==> config.mk <==
export PLATFORM = sky130hd
export DESIGN_NAME = pmlb_bar_enc
export DESIGN_NICKNAME = d
export VERILOG_FILES = /design/src/sv/peak_meter_led_bar_core_defines.svh /design/src/sv/pmlb_pkg.sv /design/src/sv/pmlb_bar_enc.sv
export SDC_FILE = /design/constraint.sdc
export NUM_CORES = 1
export LEC_CHECK = 0
export ABC_AREA = 0
export BUFFER_PORTS_ARGS = -buffer_cell sky130_fd_sc_hd__buf_2
export CORE_AREA = 2 2 39 41
export DETAILED_ROUTE_END_ITERATION = 12
export DIE_AREA = 0 0 41 43
export PLACE_DENSITY = 0.91
export SLEW_MARGIN = 5
export SYNTH_ARGS = -nofsm -noshare
export SYNTH_HDL_FRONTEND = slang
export SYNTH_SLANG_ARGS = --single-unit
==> constraint.sdc <==
create_clock -name vclk -period 1.4
set_input_delay 0.07 -clock vclk [all_inputs]
set_output_delay 0.07 -clock vclk [all_outputs]
set_load 0.02 [all_outputs]
==> src/sv/peak_meter_led_bar_core_defines.svh <==
// Assertion macros for the peak meter core.
// Define ASSERT_OFF to compile the checks out.
`ifndef PEAK_METER_LED_BAR_CORE_DEFINES_SVH
`define PEAK_METER_LED_BAR_CORE_DEFINES_SVH

`ifndef ASSERT_OFF
`define PMLB_ASSERT(lbl, clk, rst_n, expr, msg) \
    lbl: assert property (@(posedge clk) disable iff (!rst_n) (expr)) else $error(msg);
`define PMLB_ASSERT_NEXT(lbl, clk, rst_n, ante, cons, msg) \
    lbl: assert property (@(posedge clk) disable iff (!rst_n) (ante) |=> (cons)) \
        else $error(msg);
`else
`define PMLB_ASSERT(lbl, clk, rst_n, expr, msg)
`define PMLB_ASSERT_NEXT(lbl, clk, rst_n, ante, cons, msg)
`endif

`endif

==> src/sv/pmlb_pkg.sv <==
// Types and constants of the peak meter core.
// No dependencies.
package pmlb_pkg;

    localparam int SAMPLE_BITS = 24;
    localparam int FRAC_BITS   = 20;
    localparam int NUM_LEDS    = 12;
    localparam int HOLD_BITS   = 6;
    localparam int ADDR_BITS   = 3;
    localparam int DATA_BITS   = 32;

    localparam logic [HOLD_BITS-1:0]   HOLD_RESET = HOLD_BITS'(20);
    localparam logic [SAMPLE_BITS-1:0] ONE_LEVEL  = SAMPLE_BITS'(1) << FRAC_BITS;

    // ceil(2^20 * 10^(dB/20)) for -39 dB up to -6 dB; entry 0 at the LSB
    localparam logic [NUM_LEDS-1:0][SAMPLE_BITS-1:0] LED_THRESHOLD = {
        24'd525533, 24'd372049, 24'd263391, 24'd186467,
        24'd132008, 24'd93455,  24'd66161,  24'd46839,
        24'd33159,  24'd23475,  24'd16619,  24'd11766
    };

    typedef enum logic {
        KIND_SAMPLE = 1'b0,
        KIND_TICK   = 1'b1
    } t_kind;

    typedef enum logic {
        REG_HOLD_LIMIT = 1'b0
    } t_reg_index;

    typedef struct packed {
        t_kind                          kind;
        logic signed [SAMPLE_BITS-1:0]  sample;
        logic                           block_end;
        logic                           audio_running;
    } t_in_item;

    typedef struct packed {
        logic [SAMPLE_BITS-1:0] peak_level;
        logic [NUM_LEDS-1:0]    led_bar;
        logic                   over_led;
    } t_out_item;

    typedef struct packed {
        logic [SAMPLE_BITS-1:0] peak;
        logic                   over_led;
    } t_meter_result;

endpackage

==> src/sv/pmlb_bar_enc.sv <==
// LED bar encoder: compares the peak against the segment thresholds.
// Depends on pmlb_pkg.
module pmlb_bar_enc
    import pmlb_pkg::*;
(
    input  logic [SAMPLE_BITS-1:0] i_peak,
    output logic [NUM_LEDS-1:0]    o_bar
);
    always_comb begin
        for (int k = 0; k < NUM_LEDS; k++) begin
            o_bar[k] = (i_peak >= LED_THRESHOLD[k]);
        end
    end
endmodule

==> metrics <==
Die Y=~43 um; # diodes=0; IO buf count=36; VDD IR-drop max=87.1 uV; routability cong.=0.995; hold crit path type=primary input to output port; Req. time, crit path=between 1 and 1.5 ns; final antenna-violating net count=0; nets=between 150 and 200; Slew HR=73.1%; FP Rows=14; Hold Crit Depth=3; number of sequential cells=0; Synthesized Nets=120; CP startpoint=i_peak[23]; Fillers=between 100 and 150; Cells after DPL=between 100 and 150; warnings from Yosys=0; crit path kind=primary input to output port; first drt pass iteration count=5; CP Capture Type=output port; global routing usage on met1=about a third; # DRC=0; Top Usage Layer GRT=met2; Hold Path Sink=o_bar[9]; Combinational Power Share=100.0%; most common cell after layout, fill and taps aside=buf_2; synth unique cells=32; arrival time worst endpoint=1.44 ns; fmax=660 MHz; Critical Path, Cell by Cell=buf_6 -> or4_4 -> nor4_4 -> and2_2 -> nand3_1 -> buf_2; status=complete, but fails checks; initial detailed-routing violation count=27; clock share of power=0%; CP startpoint kind=primary input; antenna violations before repair=0; cell count after synthesis=96; Max Cap Violations=0; Final Non-Filler Cells=149; sequential fraction of the synthesis area=0%; dpl ws=-0.125 ns; Final Hold Viols=0; synthesized area=573 um^2; Max stage delay cell, worst path=or4_4; largest net degree at the start of global routing=12; Largest stage delay, worst path=0.55 ns; Period Utilization, post-route=108%; slew at the pin closest to its max-slew limit=0.400 ns; switching share of power=61.1%; Die Width=41 um; Pwr per Cell Area=around 230 nW/um^2; average cell area after synthesis=5.97 um^2; number of global-route vias before repair=888; layout cells sized above 1=46.6%; final setup violating endpoints=8; commonest cells after routing, fill and taps aside=buf_2, nand2_1, buf_4; sequential share of power=0%; post-layout util=about 65%; multi-input logic area=a little under 600 um^2; total grt overflow=0; count of pins over their slew limit=0; final worst setup slack=-0.114 ns; routed vias=997; met3 usage=2.62%; Crit Path Max Fanout=3; failing checks=setup timing; CORE AREA=1380 um^2; Setup TNS=-0.422 ns; Psw=123 uW; post-DP HPWL=1810 um; Pint=78.6 uW; clock buffers=0; first-pass GRT wire length=3630 um; area taken by flip-flops and latches=0 um^2; Hold Path Origin=i_peak[19]; synthesis-to-finish area growth=56.6%; Leakage Power=0.000341 uW; hold-fix buffers at CTS=0; Routed wire per std cell=16.9 um; Post CTS Setup Buffer Count=0; DR vias/cell=roughly 6.7; GRT Total Usage=28.5%; global routing usage on met2=approximately 52%; Die ar.=1760 um^2; Initial Utilization=between 40% and 50%; RSZ-0062 raised after global routing=true; Routed WL=2520 um; Final Critical Period=1.51 ns; IO Count=36
[synthesized netlist by cell type, types with 2 or more instances]
cell | number | area share (%)
a211o_1 | 2 | 3.1
a31oi_1 | 8 | 8.7
o21ai_0 | 7 | 6.1
nor3_1 | 4 | 3.5
o21a_1 | 3 | 3.9
a211oi_1 | 2 | 2.6
a21o_1 | 2 | 2.6
o311ai_0 | 2 | 3.1
a21oi_1 | 4 | 3.5
and3_1 | 2 | 2.2
nand3_1 | 5 | 4.4
nand2_1 | 10 | 6.6
nor4_1 | 4 | 4.4
clkbuf_1 | 9 | 5.9
o31ai_1 | 2 | 2.6
nand4_1 | 4 | 4.4
o211ai_1 | 3 | 3.9
inv_1 | 3 | 2.0
nor2_1 | 7 | 4.6
[worst max-delay path: cells and delay by family]
kind / cells / cell delay [ns]
buffers and inverters: 2 / 0.28
AND/OR/NAND/NOR: 4 / 1.10
[logic make-up after synthesis]
kind of cell           Yosys count  synth area share [%]
buffers and inverters           12                  7.86
AND/OR/NAND/NOR                 43                  42.8
AO/OA/AOI/OAI                   41                  49.3
[worst max path at each step]
stage	slack, ns	endpoint
after floorplan	0.06	o_bar[6]
after global placement	-0.08	o_bar[2]
after detailed placement	-0.13	o_bar[10]
after CTS	-0.10	o_bar[2]
after global routing	-0.17	o_bar[8]
final	-0.11	o_bar[0]
[timing repair]
| item | CTS | global route |
|---|---|---|
| pin swaps | 0 | 1 |
| gates resized for setup | 12 | 7 |
| endpoints found under the setup margin | 10 | 11 |
[metrics by stage]
stage	total power (uW)	area, um^2	hold slack [ns]
after floorplan	88.6	573	0.267
after global placement	170	815	0.522
after detailed placement	179	815	0.531
after CTS	186	860	0.536
after global routing	218	897	0.571
final	202	897	0.544
[cell type report]
type                            count  area share (%)
Tap cell                           16            2.23
Timing Repair Buffer               46            31.2
Multi-Input combinational cell     84            65.3
Inverter                            3            1.26
[routing by layer]
metal  wire length [um]  vias up
li1                   -      460
met1                915      455
met2               1310       66
met3                162       16
met4                138        0
met5                  0        -
[power groups by stage]
stage,clock network [uW],logic (uW),registers [uW]
after global placement,0,170,0
after floorplan,0,88.6,0
after detailed placement,0,179,0
after CTS,0,186,0
final,0,202,0
after global routing,0,218,0
Power figures use the tool's default switching activity.
