File: src/sv/peak_meter_led_bar_core_defines.svh
// Assertion macros for the peak meter core.
// Define ASSERT_OFF to compile the checks out.
`ifndef PEAK_METER_LED_BAR_CORE_DEFINES_SVH
`define PEAK_METER_LED_BAR_CORE_DEFINES_SVH

`ifndef ASSERT_OFF
`define PMLB_ASSERT(lbl, clk, rst_n, expr, msg) \
    lbl: assert property (@(posedge clk) disable iff (!rst_n) (expr)) else $error(msg);
`define PMLB_ASSERT_NEXT(lbl, clk, rst_n, ante, cons, msg) \
    lbl: assert property (@(posedge clk) disable iff (!rst_n) (ante) |=> (cons)) \
        else $error(msg);
`else
`define PMLB_ASSERT(lbl, clk, rst_n, expr, msg)
`define PMLB_ASSERT_NEXT(lbl, clk, rst_n, ante, cons, msg)
`endif

`endif

File: src/sv/pmlb_pkg.sv
// Types and constants of the peak meter core.
// No dependencies.
package pmlb_pkg;

    localparam int SAMPLE_BITS = 24;
    localparam int FRAC_BITS   = 20;
    localparam int NUM_LEDS    = 12;
    localparam int HOLD_BITS   = 6;
    localparam int ADDR_BITS   = 3;
    localparam int DATA_BITS   = 32;

    localparam logic [HOLD_BITS-1:0]   HOLD_RESET = HOLD_BITS'(20);
    localparam logic [SAMPLE_BITS-1:0] ONE_LEVEL  = SAMPLE_BITS'(1) << FRAC_BITS;

    // ceil(2^20 * 10^(dB/20)) for -39 dB up to -6 dB; entry 0 at the LSB
    localparam logic [NUM_LEDS-1:0][SAMPLE_BITS-1:0] LED_THRESHOLD = {
        24'd525533, 24'd372049, 24'd263391, 24'd186467,
        24'd132008, 24'd93455,  24'd66161,  24'd46839,
        24'd33159,  24'd23475,  24'd16619,  24'd11766
    };

    typedef enum logic {
        KIND_SAMPLE = 1'b0,
        KIND_TICK   = 1'b1
    } t_kind;

    typedef enum logic {
        REG_HOLD_LIMIT = 1'b0
    } t_reg_index;

    typedef struct packed {
        t_kind                          kind;
        logic signed [SAMPLE_BITS-1:0]  sample;
        logic                           block_end;
        logic                           audio_running;
    } t_in_item;

    typedef struct packed {
        logic [SAMPLE_BITS-1:0] peak_level;
        logic [NUM_LEDS-1:0]    led_bar;
        logic                   over_led;
    } t_out_item;

    typedef struct packed {
        logic [SAMPLE_BITS-1:0] peak;
        logic                   over_led;
    } t_meter_result;

endpackage

File: src/sv/pmlb_meter_core.sv
// Meter state: running maximum, block peak and overload hold counter.
// Depends on pmlb_pkg.
module pmlb_meter_core
    import pmlb_pkg::*;
(
    input  logic                 i_clk,
    input  logic                 i_rst_n,
    input  logic                 i_advance,
    input  t_in_item             i_item,
    input  logic [HOLD_BITS-1:0] i_hold_limit,
    output t_meter_result        o_result
);
    logic [SAMPLE_BITS-1:0] r_running_max, n_running_max;
    logic [SAMPLE_BITS-1:0] r_block_peak,  n_block_peak;
    logic [HOLD_BITS-1:0]   r_over_count,  n_over_count;
    logic                   r_in_block,    n_in_block;
    logic [SAMPLE_BITS-1:0] w_mag;
    logic [SAMPLE_BITS-1:0] w_max;
    logic [HOLD_BITS-1:0]   w_count;

    assign w_mag = i_item.sample[SAMPLE_BITS-1] ? (~i_item.sample + 1'b1) : i_item.sample;
    assign w_max = (!r_in_block || (w_mag > r_running_max)) ? w_mag : r_running_max;

    always_comb begin
        w_count = r_over_count;
        if (r_block_peak >= ONE_LEVEL) begin
            w_count = HOLD_BITS'(1);
        end else if (r_over_count != '0) begin
            w_count = r_over_count + 1'b1;
        end
        if (w_count >= i_hold_limit) begin
            w_count = '0;
        end
    end

    always_comb begin
        n_running_max = r_running_max;
        n_block_peak  = r_block_peak;
        n_over_count  = r_over_count;
        n_in_block    = r_in_block;
        if (i_advance) begin
            case (i_item.kind)
                KIND_SAMPLE: begin
                    n_running_max = w_max;
                    n_in_block    = !i_item.block_end;
                    if (i_item.block_end) begin
                        n_block_peak = w_max;
                    end
                end
                KIND_TICK: begin
                    if (i_item.audio_running) begin
                        n_over_count = w_count;
                    end
                end
                default: begin
                    n_in_block = r_in_block;
                end
            endcase
        end
    end

    always_ff @(posedge i_clk) begin
        if (!i_rst_n) begin
            r_running_max <= '0;
            r_block_peak  <= '0;
            r_over_count  <= '0;
            r_in_block    <= 1'b0;
        end else begin
            r_running_max <= n_running_max;
            r_block_peak  <= n_block_peak;
            r_over_count  <= n_over_count;
            r_in_block    <= n_in_block;
        end
    end

    assign o_result.peak     = r_block_peak;
    assign o_result.over_led = (w_count != '0);
endmodule

File: config.mk
export PLATFORM = sky130hd
export DESIGN_NAME = pmlb_meter_core
export DESIGN_NICKNAME = d
export VERILOG_FILES = /design/src/sv/peak_meter_led_bar_core_defines.svh /design/src/sv/pmlb_pkg.sv /design/src/sv/pmlb_meter_core.sv
export SDC_FILE = /design/constraint.sdc
export NUM_CORES = 1
export LEC_CHECK = 0
export ABC_AREA = 1
export BUFFER_PORTS_ARGS = -buffer_cell sky130_fd_sc_hd__buf_4
export CORE_MARGIN = 5
export CORE_UTILIZATION = 45
export DETAILED_ROUTE_END_ITERATION = 12
export PLACE_DENSITY = 0.65
export RECOVER_POWER = 50
export SKIP_CTS_REPAIR_TIMING = 1
export SYNTH_ARGS = -nofsm -noshare
export SYNTH_HDL_FRONTEND = slang
export SYNTH_SLANG_ARGS = --single-unit
File: constraint.sdc
create_clock -name i_clk -period 3.14 [get_ports i_clk]
set_input_delay 0.157 -clock i_clk [delete_from_list [all_inputs] [get_ports i_clk]]
set_output_delay 0.157 -clock i_clk [all_outputs]
set_load 0.005 [all_outputs]
==> results.py <==
metrics = {
    "outcome": {
        "status": "completed",
    },
    "power": {
        "seqPwrFrac_pct": 43.3,
        "cellLeakagePower_uw": 0.00256,
        "p_int_uw": 1170,
        "ir_drop_v": 0.000269,
        "clkPwrFrac_pct": 26.9,
        "combPwrFrac_pct": 29.8,
        "switchingPower_uw": 580,
        "power_density_nw_per_um2": 375,
        "swShare_pct": 33.1,
        "finalPower_uw": 1750,
    },
    "floorplanning": {
        "core_um2": 8720,
        "row_count": 34,
        "io_pins": 61,
        "die_w_um": 105,
        "die_area_um2": 11000,
        "die_h_um": 105,
        "start_util_pct": 46.4,
    },
    "logic_synthesis": {
        "synth_nets": 720,
        "yosysSeqAreaShare_pct": 27.2,
        "synth_common_cells": "nand2_1, inv_1, nand3_1",
        "synthTopCellsByArea": "dfxtp_1, nand2_1, ha_1",
        "ys_types": 36,
        "syn_area_per_cell_um2": 6.21,
        "ys_seq_elements": 55,
        "yosysWarnings": 0,
        "synth_edf_count": 0,
        "synth_top_cell_area_share_pct": 27.2,
        "syn-instance-count": 651,
        "yosysTopAreaCell": "dfxtp_1",
        "synth.most_common_cell": "nand2_1",
        "syn_area_um2": 4050,
        "async_reset_ff_share_pct": 0,
        "synth_ff_type": "dfxtp_1",
    },
    "detailed_routing": {
        "num_vias": 4023,
        "routedWlPerCell_um": 12.9,
        "first_pass_iters": 5,
        "viasPerCell": 4.95,
        "drtAntennaViolNets": 0,
        "first_iter_violations": 190,
        "wirelength_um": 10500,
        "drc": 0,
    },
    "setup_path": {
        "r2r_slack_ps": 830,
        "crit_end": "o_result[0]",
        "rr_worst_depth": 13,
        "worstPathRequired_ps": 2980,
        "worstSetupStartpoint": "r_over_count[0]",
        "crit_fanout": 6,
        "end_kind": "output pin",
        "arrival_ps": 2720,
        "critPathKind": "reg2out",
        "setup.worst_path.start_class": "flip-flop",
        "rr_startpoint": "r_over_count[0]",
        "r2r-end": "r_over_count[2]",
    },
    "global_routing": {
        "grt_pass1_vias": 3919,
        "use_met3_pct": 3.33,
        "gr-usage-met2_pct": 35.5,
        "grt.busiest_layer": "met2",
        "grt_start_max_net_pins": 30,
        "antenna_found_initial": 0,
        "use_met1_pct": 23.0,
        "grt_pass1_wl_um": 17900,
        "track_usage_pct": 19.3,
        "gr-total-overflow": 0,
    },
    "clock_tree": {
        "numClockSinks": 55,
        "insertion_delay_ps": 320,
        "cts_htree_levels": 2,
        "cts_max_path_buffers": 2,
        "cts.root.buffer_cell": "clkbuf_8",
        "tritoncts": "done",
        "numCtsBuffers": 5,
        "clkTransAtPathRegs_ps": 90,
    },
    "timing": {
        "hold_viol": 0,
        "drv_slew": 0,
        "fin_setup_tns_ps": 0,
        "worst_slew_pin_slew_ps": 1390,
        "period_share_pct": 91.6,
        "finClkSkew_ps": 10.2,
        "setup_viol": 0,
        "max_freq_mhz": 348,
        "relSlewSlack_pct": 7.01,
        "rsz0062_at_grt": "no",
        "period_needed_ps": 2880,
    },
    "place": {
        "portBuffers": 60,
        "dp_hpwl_um": 8130,
        "place_congestion": 0.879,
    },
    "cells_and_area": {
        "antenna_cells": 0,
        "nNetsFinal": 774,
        "drive_gt1_share_pct": 13.5,
        "n_fill_cell": 925,
        "areaGrowthSynthToFinish_pct": 15.4,
    },
    "flow_run": {
        "maxCapViolCount": 0,
    },
    "min_path": {
        "hold_path_class": "in2reg",
        "hp-start": "i_item[1]",
    },
}
power groups by stage:
stage          combinational, µW  sequential, µW  clock, µW
2_1_floorplan                361             771          0
3_3_place_gp                 514             774          0
3_5_place_dp                 524             775          0
4_1_cts                      529             759        480
5_1_grt                      602             764        507
6_report                     521             759        472
stage by stage:
stage / hold slack (ps) / utilization (%) / cells / area [µm²] / setup WS [ps]
detailed placement: 441 / 52.5 / 806 / 4580 / 88.2
global route: 135 / 53.5 / 813 / 4670 / 10.5
finish: 127 / 53.5 / 813 / 4670 / 264
floorplan: 295 / - / 651 / 4050 / 641
CTS: 132 / 53.7 / 813 / 4690 / 183
global placement: 441 / 52.5 / 806 / 4580 / 127
routing by layer:
metal  wire (µm)  share of wire (%)  up-vias
li1            -                  -     2136
met1        4630                 44     1796
met2        5260                 50       80
met3         400                3.8       11
met4         207                2.0        0
met5           0                  0        -
worst max-delay path, cell delays in order (launching register included):
cell	delay (ps)
dfxtp_4	380
inv_1	40
ha_1	190
and3_1	200
or2_2	270
nand3_1	110
inv_1	60
ha_1	260
nand2_1	40
or3_1	300
nand2_1	110
inv_1	90
nand2_1	100
nand4_1	100
buf_4	150
cell families (layout without fill, tap and decap cells):
| family | Yosys count | after routing | synth area share (%) |
|---|---|---|---|
| adder cells (fa/ha/maj) | 33 | 33 | 10.2 |
| flip-flops | 55 | 55 | 27.2 |
| AND/OR/NAND/NOR | 362 | 362 | 38.4 |
| XOR/XNOR | 19 | 19 | 4.30 |
| buffers and inverters | 123 | 177 | 12.1 |
| AO/OA/AOI/OAI | 59 | 59 | 7.70 |
sequential cells by signal, summed over array words and instances, names as in the netlist:
signal and cells:
r_over_count 6, r_in_block 1, r_running_max 24, r_block_peak 24
cell type report:
| cell class | count | area [µm²] | share of cell area (%) |
|---|---|---|---|
| clock buffers | 5 | 68.8 | 1.47 |
| clock inverters | 2 | 37.5 | 0.804 |
| inverters | 103 | 387 | 8.28 |
| multi-input cells | 473 | 2440 | 52.3 |
| flip-flops and latches | 55 | 1110 | 23.7 |
| well taps | 108 | 135 | 2.89 |
| repair buffers | 67 | 495 | 10.6 |
placed cells by master, fill, tap and decap left out, types with 2 or more instances in the layout:
master    Yosys  final
nand2_1     213    217
inv_1        99     99
nand3_1      68     68
dfxtp_1      55     53
nor2_1       49     49
buf_4         1     42
a21oi_1      40     40
ha_1         33     33
clkbuf_4      1     23
xor2_1       14     14
o21ai_0      12     12
nand2_2      10      6
nand4_1       5      5
clkbuf_8      0      5
xnor2_1       4      4
nand3_2       3      3
nor2_2        3      3
inv_2         3      3
o21ai_1       2      3
nor3_1        2      2
a21o_1        2      2
nand2_4       2      2
clkbuf_1     11      2
worst min-delay path by stage:
stage,to,slack [ps],cells after the start
2_1_floorplan,r_over_count[0],300,2
3_3_place_gp,r_block_peak[15],440,2
3_5_place_dp,r_block_peak[11],440,2
4_1_cts,r_over_count[3],130,3
5_1_grt,r_over_count[2],140,3
6_report,r_in_block,130,4
(Power assumes the default switching activity.)
