`src/sv/peak_meter_led_bar_core_defines.svh`:
```
// Assertion macros for the peak meter core.
// Define ASSERT_OFF to compile the checks out.
`ifndef PEAK_METER_LED_BAR_CORE_DEFINES_SVH
`define PEAK_METER_LED_BAR_CORE_DEFINES_SVH

`ifndef ASSERT_OFF
`define PMLB_ASSERT(lbl, clk, rst_n, expr, msg) \
    lbl: assert property (@(posedge clk) disable iff (!rst_n) (expr)) else $error(msg);
`define PMLB_ASSERT_NEXT(lbl, clk, rst_n, ante, cons, msg) \
    lbl: assert property (@(posedge clk) disable iff (!rst_n) (ante) |=> (cons)) \
        else $error(msg);
`else
`define PMLB_ASSERT(lbl, clk, rst_n, expr, msg)
`define PMLB_ASSERT_NEXT(lbl, clk, rst_n, ante, cons, msg)
`endif

`endif

```
`src/sv/pmlb_pkg.sv`:
```
// Types and constants of the peak meter core.
// No dependencies.
package pmlb_pkg;

    localparam int SAMPLE_BITS = 24;
    localparam int FRAC_BITS   = 20;
    localparam int NUM_LEDS    = 12;
    localparam int HOLD_BITS   = 6;
    localparam int ADDR_BITS   = 3;
    localparam int DATA_BITS   = 32;

    localparam logic [HOLD_BITS-1:0]   HOLD_RESET = HOLD_BITS'(20);
    localparam logic [SAMPLE_BITS-1:0] ONE_LEVEL  = SAMPLE_BITS'(1) << FRAC_BITS;

    // ceil(2^20 * 10^(dB/20)) for -39 dB up to -6 dB; entry 0 at the LSB
    localparam logic [NUM_LEDS-1:0][SAMPLE_BITS-1:0] LED_THRESHOLD = {
        24'd525533, 24'd372049, 24'd263391, 24'd186467,
        24'd132008, 24'd93455,  24'd66161,  24'd46839,
        24'd33159,  24'd23475,  24'd16619,  24'd11766
    };

    typedef enum logic {
        KIND_SAMPLE = 1'b0,
        KIND_TICK   = 1'b1
    } t_kind;

    typedef enum logic {
        REG_HOLD_LIMIT = 1'b0
    } t_reg_index;

    typedef struct packed {
        t_kind                          kind;
        logic signed [SAMPLE_BITS-1:0]  sample;
        logic                           block_end;
        logic                           audio_running;
    } t_in_item;

    typedef struct packed {
        logic [SAMPLE_BITS-1:0] peak_level;
        logic [NUM_LEDS-1:0]    led_bar;
        logic                   over_led;
    } t_out_item;

    typedef struct packed {
        logic [SAMPLE_BITS-1:0] peak;
        logic                   over_led;
    } t_meter_result;

endpackage

```
`src/sv/pmlb_apb_regs.sv`:
```
// APB configuration register file: the overload hold limit.
// Depends on pmlb_pkg.
module pmlb_apb_regs
    import pmlb_pkg::*;
(
    input  logic                 i_clk,
    input  logic                 i_rst_n,
    input  logic                 psel,
    input  logic                 penable,
    input  logic                 pwrite,
    input  logic [ADDR_BITS-1:0] paddr,
    input  logic [DATA_BITS-1:0] pwdata,
    output logic [DATA_BITS-1:0] prdata,
    output logic                 pready,
    output logic [HOLD_BITS-1:0] o_hold_limit
);
    logic [HOLD_BITS-1:0] r_hold_limit;
    logic                 w_hit;

    assign pready = 1'b1;
    assign w_hit  = (t_reg_index'(paddr[ADDR_BITS-1]) == REG_HOLD_LIMIT);

    always_ff @(posedge i_clk) begin
        if (!i_rst_n) begin
            r_hold_limit <= HOLD_RESET;
        end else if (psel && penable && pwrite && pready && w_hit) begin
            r_hold_limit <= pwdata[HOLD_BITS-1:0];
        end
    end

    always_comb begin
        prdata = '0;
        if (w_hit) begin
            prdata = DATA_BITS'(r_hold_limit);
        end
    end

    assign o_hold_limit = r_hold_limit;
endmodule

```
`config.mk`:
```
export PLATFORM = sky130hd
export DESIGN_NAME = pmlb_apb_regs
export DESIGN_NICKNAME = d
export VERILOG_FILES = /design/src/sv/peak_meter_led_bar_core_defines.svh /design/src/sv/pmlb_pkg.sv /design/src/sv/pmlb_apb_regs.sv
export SDC_FILE = /design/constraint.sdc
export NUM_CORES = 1
export LEC_CHECK = 0
export BUFFER_PORTS_ARGS = -buffer_cell sky130_fd_sc_hd__buf_2
export CAP_MARGIN = 30
export CORE_MARGIN = 10
export CORE_UTILIZATION = 26
export CTS_BUF_LIST = sky130_fd_sc_hd__clkbuf_16
export DETAILED_ROUTE_END_ITERATION = 6
export PLACE_DENSITY = 0.77
export SETUP_SLACK_MARGIN = 0.02
export SLEW_MARGIN = 15
export SYNTH_ARGS = -nofsm -noshare
export SYNTH_HDL_FRONTEND = slang
export SYNTH_SLANG_ARGS = --single-unit
export TNS_END_PERCENT = 20
```
`constraint.sdc`:
```
create_clock -name i_clk -period 0.8 [get_ports i_clk]
set_input_delay 0.08 -clock i_clk [delete_from_list [all_inputs] [get_ports i_clk]]
set_output_delay 0.08 -clock i_clk [all_outputs]
set_load 0.02 [all_outputs]
```
==> run_results.csv, run 1 <==
group,metric,value,unit
status,status,"finished, violations left",
status,violations,"setup timing",
yosys,postSynthAreaPerCell,8.44,sq um
final_layout,seqCellArea,128,sq um
clock_tree,clk_pin_slew_worst_paths,30,ps
die,die_height,64.9,um
pwr,swShare,25.0,%
final_layout,largest_reg_flops,6,
route,first_pass_iters,2,
yosys,yosysUniqueCellTypes,10,
grt,grt_pass1_wl,2230,um
route,viasPerCell,3.39,
grt,grt_antenna_before_repair,0,
route,routed-wl-met2,803,um
route,wl_met1,442,um
timing,setup_viol,10,
die,die_w,64.9,um
pwr,combPwrFrac,18.6,%
worst_setup_path,critPathLaunchType,"flip-flop",
final_layout,final_common_cell,"conb_1",
worst_setup_path,r2r_end,"o_hold_limit[0]$_SDFFE_PN0P_",
final_layout,fin_cells,117,
place,gp_congestion,0.644,
timing,min_period_over_period,118,%
worst_setup_path,crit_type,"flip-flop to primary output",
final_layout,nFillCells,210,
place,portBuffers,23,
worst_setup_path,cp.required,720,ps
grt,grt.total_usage,6.79,%
yosys,synth_mux_area_share,11.5,%
pwr,pwr-share-clk,58.5,%
die,die_area,4210,sq um
clock_tree,cts_tree,"yes",
yosys,synth_top_family_by_area,"buffers and inverters",
die,rows,16,
grt,overflow,0,
worst_hold_path,hold_path.class,"input pin to flip-flop",
worst_setup_path,worst-path-max-fanout,3,
route,num_vias,397,
timing,period_needed,941,ps
yosys,synthTopCellsByArea,"buf_4 (39%), dfxtp_1 (23%), mux2i_1 (11%)",
worst_setup_path,slowest_stage,"dfxtp_2",
final_layout,n_antenna_cell,0,
pwr,switchingPower,0.342,mW
yosys,synth.largest_area_cell,"buf_4",
route,drc,0,
yosys,synthSimpleGateAreaFrac,22.5,%
grt,grt_pass1_vias,467,
clock_tree,ctsHtreeMaxLevel,1,
yosys,yosys.area_share.adder,0,%
clock_tree,numCtsBuffers,3,
die,ios,79,
grt,grt_max_degree,13,
timing,clock.fmax,1.06,GHz
route,top_layer,"met3",
pwr,p_int,1.03,mW
route,drt-initial-drc-count,3,
worst_setup_path,worst_path_largest_cell_delay,320,ps
worst_setup_path,crit_path_end,"prdata[4]",
pwr,powerDensity,1840,nW/um^2
yosys,synth_xor_area_share,0,%
worst_setup_path,crit_path_end_kind,"primary output",
yosys,ys_warn_count,0,
timing,finalHoldViolCount,0,
yosys,synth_compound_area_share,0,%
final_layout,layout-drive-gt1-share,48.9,%
worst_setup_path,arrival,860,ps
pwr,pwr-share-seq,22.9,%
timing,drv_slew,0,
worst_setup_path,crit_start,"o_hold_limit[4]$_SDFFE_PN1P_",
worst_setup_path,worstRegToRegCells,3,
final_layout,syn2layout_area_growth,42.6,%
route,wire_per_inst,12.5,um
yosys,synth_top_area_share,38.8,%
pwr,ir_drop,691,uV
clock_tree,clockBufferDepth,2,
yosys,mappedNetlistArea,523,sq um
route,ant_nets,0,
die,initial_utilization,26.9,%
final_layout,final_cell_mix,"conb_1 (27), buf_2 (13), buf_6 (12)",
final_layout,multi_input_area,279,sq um
final_layout,fin_util,38.4,%
pwr,power.total,1.37,mW
worst_hold_path,holdCritStartpoint,"pwdata[3]",
yosys,netlist_instances,62,
place,placed_area,571,sq um
worst_setup_path,ff2ff_setup_slack,120,ps
final_layout,final_nets,132,
place,placed_cells,111,
timing,skew,0,ps
timing,fin_ws,-141,ps
yosys,ys_ff_latch,6,
timing,rsz0062_at_grt,"yes",
worst_setup_path,path_cells,"and2b_2 > buf_6",
flow_run,maxCapViolations,0,
route,met3_length,216,um
pwr,p_leak,0.386,nW
yosys,yosysSeqAreaShare,23.0,%
die,coreArea,1940,sq um
worst_setup_path,crit-reg2reg-launch,"o_hold_limit[0]$_SDFFE_PN0P_",
clock_tree,cts.sink_count,6,
place,dpl.hpwl,1240,um
clock_tree,clockRootBuffer,"clkbuf_16",
clock_tree,clock_latency,220,ps
route,wirelength,1460,um
final_layout,fin_area,746,sq um
-- per-stage QoR --
stage | hold slack [ps] | worst slack [ps] | setup TNS, ps
after floorplan | 222 | 53.5 | 0
after global placement | 329 | -62.0 | -308
after detailed placement | 342 | -83.2 | -408
after CTS | 96.9 | -144 | -990
after global routing | 119 | -162 | -1170
final | 99.4 | -141 | -978
-- metal layers --
| metal | GRT usage, % | vias up |
|---|---|---|
| li1 | - | 192 |
| met1 | 5.29 | 177 |
| met2 | 12.4 | 28 |
| met3 | 5.84 | 0 |
| met4 | 1.60 | 0 |
| met5 | 0 | - |
-- synthesized netlist by cell type, drive strengths merged --
| cell type | number |
|---|---|
| nor2b | 4 |
| clkbuf | 1 |
| and2b | 6 |
| dfxtp | 6 |
| conb | 2 |
| buf | 28 |
| mux2i | 6 |
| nand2 | 8 |
| and4b | 1 |
-- cell type report --
class	instances	share of cell area, %
Sequential cell	6	17.1
Clock buffer	3	10.1
Tap cell	27	4.53
Multi-Input combinational cell	52	37.4
Timing Repair Buffer	29	30.9
-- cells by family (layout without fill, tap and decap cells) --
| kind of cell | count (synthesis) | count (layout) |
|---|---|---|
| buf+inv | 29 | 32 |
| flops | 6 | 6 |
| mux | 6 | 6 |
| other cells | 2 | 27 |
| simple gates | 19 | 19 |
-- critical path: cells and delay by family (launching register included) --
family,cells,cell delay [ps]
DFF,1,320
buffers and inverters,1,130
and+or+nand+nor,1,190
-- how the worst min path moves through the flow --
stage / to / slack, ps / cells past startpoint
2_1_floorplan: o_hold_limit[0]$_SDFFE_PN0P_ / 220 / 2
3_3_place_gp: o_hold_limit[0]$_SDFFE_PN0P_ / 330 / 3
3_5_place_dp: o_hold_limit[3]$_SDFFE_PN0P_ / 340 / 3
4_1_cts: o_hold_limit[3]$_SDFFE_PN0P_ / 100 / 3
5_1_grt: o_hold_limit[3]$_SDFFE_PN0P_ / 120 / 3
6_report: o_hold_limit[3]$_SDFFE_PN0P_ / 100 / 3
-- power by group through the flow --
stage	clock (mW)	sequential [mW]	combinational, mW
4_1_cts	0.824	0.313	0.245
2_1_floorplan	0	0.324	0.263
3_3_place_gp	0	0.316	0.221
6_report	0.801	0.314	0.255
5_1_grt	0.834	0.314	0.276
3_5_place_dp	0	0.317	0.224
-- timing repair --
item / in CTS / in global routing
resized for setup: 23 / 5
endpoints found under the setup margin: 12 / 12
hold buffers: 0 / 0
endpoints found under the hold margin: 0 / 0
setup buffers: 2 / 1
Power figures use the tool's default switching activity.
==> inputs of run 2 (changes only) <==
PLACE_DENSITY = 0.76   (was 0.77)
==> run_results.csv, run 2 (synthesis results as in run 1) <==
group,metric,value,unit
status,status,"finished, violations left",
status,violations,"setup timing",
final_layout,layout-drive-gt1-share,50.0,%
timing,fin_ws,-143,ps
route,drc,0,
clock_tree,clockRootBuffer,"clkbuf_16",
pwr,powerDensity,1770,nW/um^2
place,placed_cells,111,
worst_setup_path,worst-path-max-fanout,2,
grt,grt_antenna_before_repair,0,
timing,clock.fmax,1.06,GHz
flow_run,maxCapViolations,0,
die,die_height,64.9,um
timing,skew,0,ps
grt,overflow,0,
clock_tree,cts_tree,"yes",
worst_setup_path,crit_family,"flip-flops",
place,portBuffers,23,
clock_tree,clock_latency,220,ps
worst_hold_path,hold_path.class,"input pin to flip-flop",
timing,min_period_over_period,118,%
clock_tree,ctsHtreeMaxLevel,1,
final_layout,nFillCells,208,
place,dpl.hpwl,1200,um
worst_setup_path,arrival,860,ps
grt,grt_pass1_vias,465,
die,initial_utilization,26.9,%
pwr,pwr-share-seq,22.8,%
clock_tree,clockBufferDepth,2,
pwr,p_int,1.03,mW
die,die_w,64.9,um
timing,drv_slew,0,
route,viasPerCell,3.41,
final_layout,final_cell_mix,"conb_1 (27), buf_6 (14), buf_2 (11)",
worst_setup_path,worst_path_largest_cell_delay,310,ps
final_layout,largest_reg_flops,6,
grt,grt_max_degree,13,
route,wire_per_inst,12.2,um
final_layout,fin_cells,119,
worst_setup_path,slowest_stage,"dfxtp_2",
route,drt-initial-drc-count,4,
pwr,swShare,24.8,%
worst_setup_path,crit_path_end_kind,"primary output",
timing,period_needed,943,ps
pwr,p_leak,0.402,nW
die,coreArea,1940,sq um
worst_setup_path,cp_num_buf_inv,1,
worst_setup_path,crit_type,"flip-flop to primary output",
clock_tree,clk_pin_slew_worst_paths,30,ps
die,die_area,4210,sq um
pwr,power.total,1.37,mW
pwr,combPwrFrac,19.0,%
die,rows,16,
grt,grt.total_usage,6.85,%
route,wirelength,1450,um
die,ios,79,
pwr,pwr-share-clk,58.1,%
clock_tree,cts.sink_count,6,
timing,setup_viol,10,
timing,rsz0062_at_grt,"yes",
pwr,switchingPower,0.340,mW
clock_tree,numCtsBuffers,3,
worst_setup_path,path_cells,"and2b_2 > buf_6",
clock_tree,holdBufCountCts,0,
worst_setup_path,cp.required,720,ps
pwr,ir_drop,631,uV
route,first_pass_iters,2,
final_layout,n_antenna_cell,0,
grt,grt_pass1_wl,2260,um
final_layout,final_nets,134,
route,ant_nets,0,
worst_setup_path,critPathLaunchType,"flip-flop",
route,num_vias,406,
place,gp_congestion,0.734,
final_layout,syn2layout_area_growth,47.8,%
final_layout,final_common_cell,"conb_1",
timing,finalHoldViolCount,0,
-- run 2: cell count changes in the layout (fill, tap and decap cells not counted), sizes merged --
cell	previous run	this run
buf	29	31
-- run 2: final cells by class --
type                            count  area, sq um  area share [%]
Clock buffer                        3         75.1            9.71
Multi-Input combinational cell     52          279            36.1
Sequential cell                     6          128            16.5
Tap cell                           27         33.8            4.37
Timing Repair Buffer               31          258            33.3
-- run 2: what timing repair did --
| action | 4_1_cts | 5_1_grt |
|---|---|---|
| buffers inserted | 4 | 1 |
| cloned | 0 | 0 |
| endpoints found under the setup margin | 12 | 13 |
| resized for setup | 29 | 3 |
-- run 2: power groups by stage --
stage | combinational [mW] | sequential, mW | clock (mW)
after floorplan | 0.263 | 0.324 | 0
after global placement | 0.221 | 0.316 | 0
after detailed placement | 0.224 | 0.317 | 0
after CTS | 0.253 | 0.313 | 0.807
after global routing | 0.282 | 0.314 | 0.826
final | 0.261 | 0.314 | 0.798
-- run 2: tightest hold or removal path, cell delays in order --
cell and delay, ps:
buf_2 90, nand2_1 50, mux2i_1 50
-- run 2: per-stage QoR --
stage | hold WS (ps) | setup slack [ps] | instance area (sq um) | utilization [%] | setup TNS (ps)
6_report | 97.3 | -143 | 773 | 39.8 | -1000
5_1_grt | 120 | -167 | 773 | 39.8 | -1190
4_1_cts | 101 | -138 | 757 | 39.0 | -1020
3_5_place_dp | 341 | -85.5 | 571 | 29.4 | -327
3_3_place_gp | 333 | -53.8 | 571 | 29.4 | -257
2_1_floorplan | 222 | 53.5 | 617 | - | 0
-- run 2: worst paths after layout --
path / startpoint / end / slack, ps / depth (start not counted)
max: o_hold_limit[0]$_SDFFE_PN0P_ / prdata[0] / -140 / 2
min: pwdata[5] / o_hold_limit[5]$_SDFFE_PN0P_ / 100 / 3
max reg2reg: o_hold_limit[2]$_SDFFE_PN1P_ / o_hold_limit[2]$_SDFFE_PN1P_ / 70 / 3
min reg2reg: o_hold_limit[1]$_SDFFE_PN0P_ / o_hold_limit[1]$_SDFFE_PN0P_ / 470 / 2
-- run 2: per-layer routing --
metal | wire length, um | vias to the layer above | track usage [%] | part of all wire (%)
met5 | 0 | - | 0 | 0
met4 | 0 | 0 | 2.41 | 0
met3 | 167 | 0 | 4.64 | 12
met2 | 826 | 22 | 12.7 | 57
met1 | 455 | 186 | 5.66 | 31
li1 | - | 198 | - | -
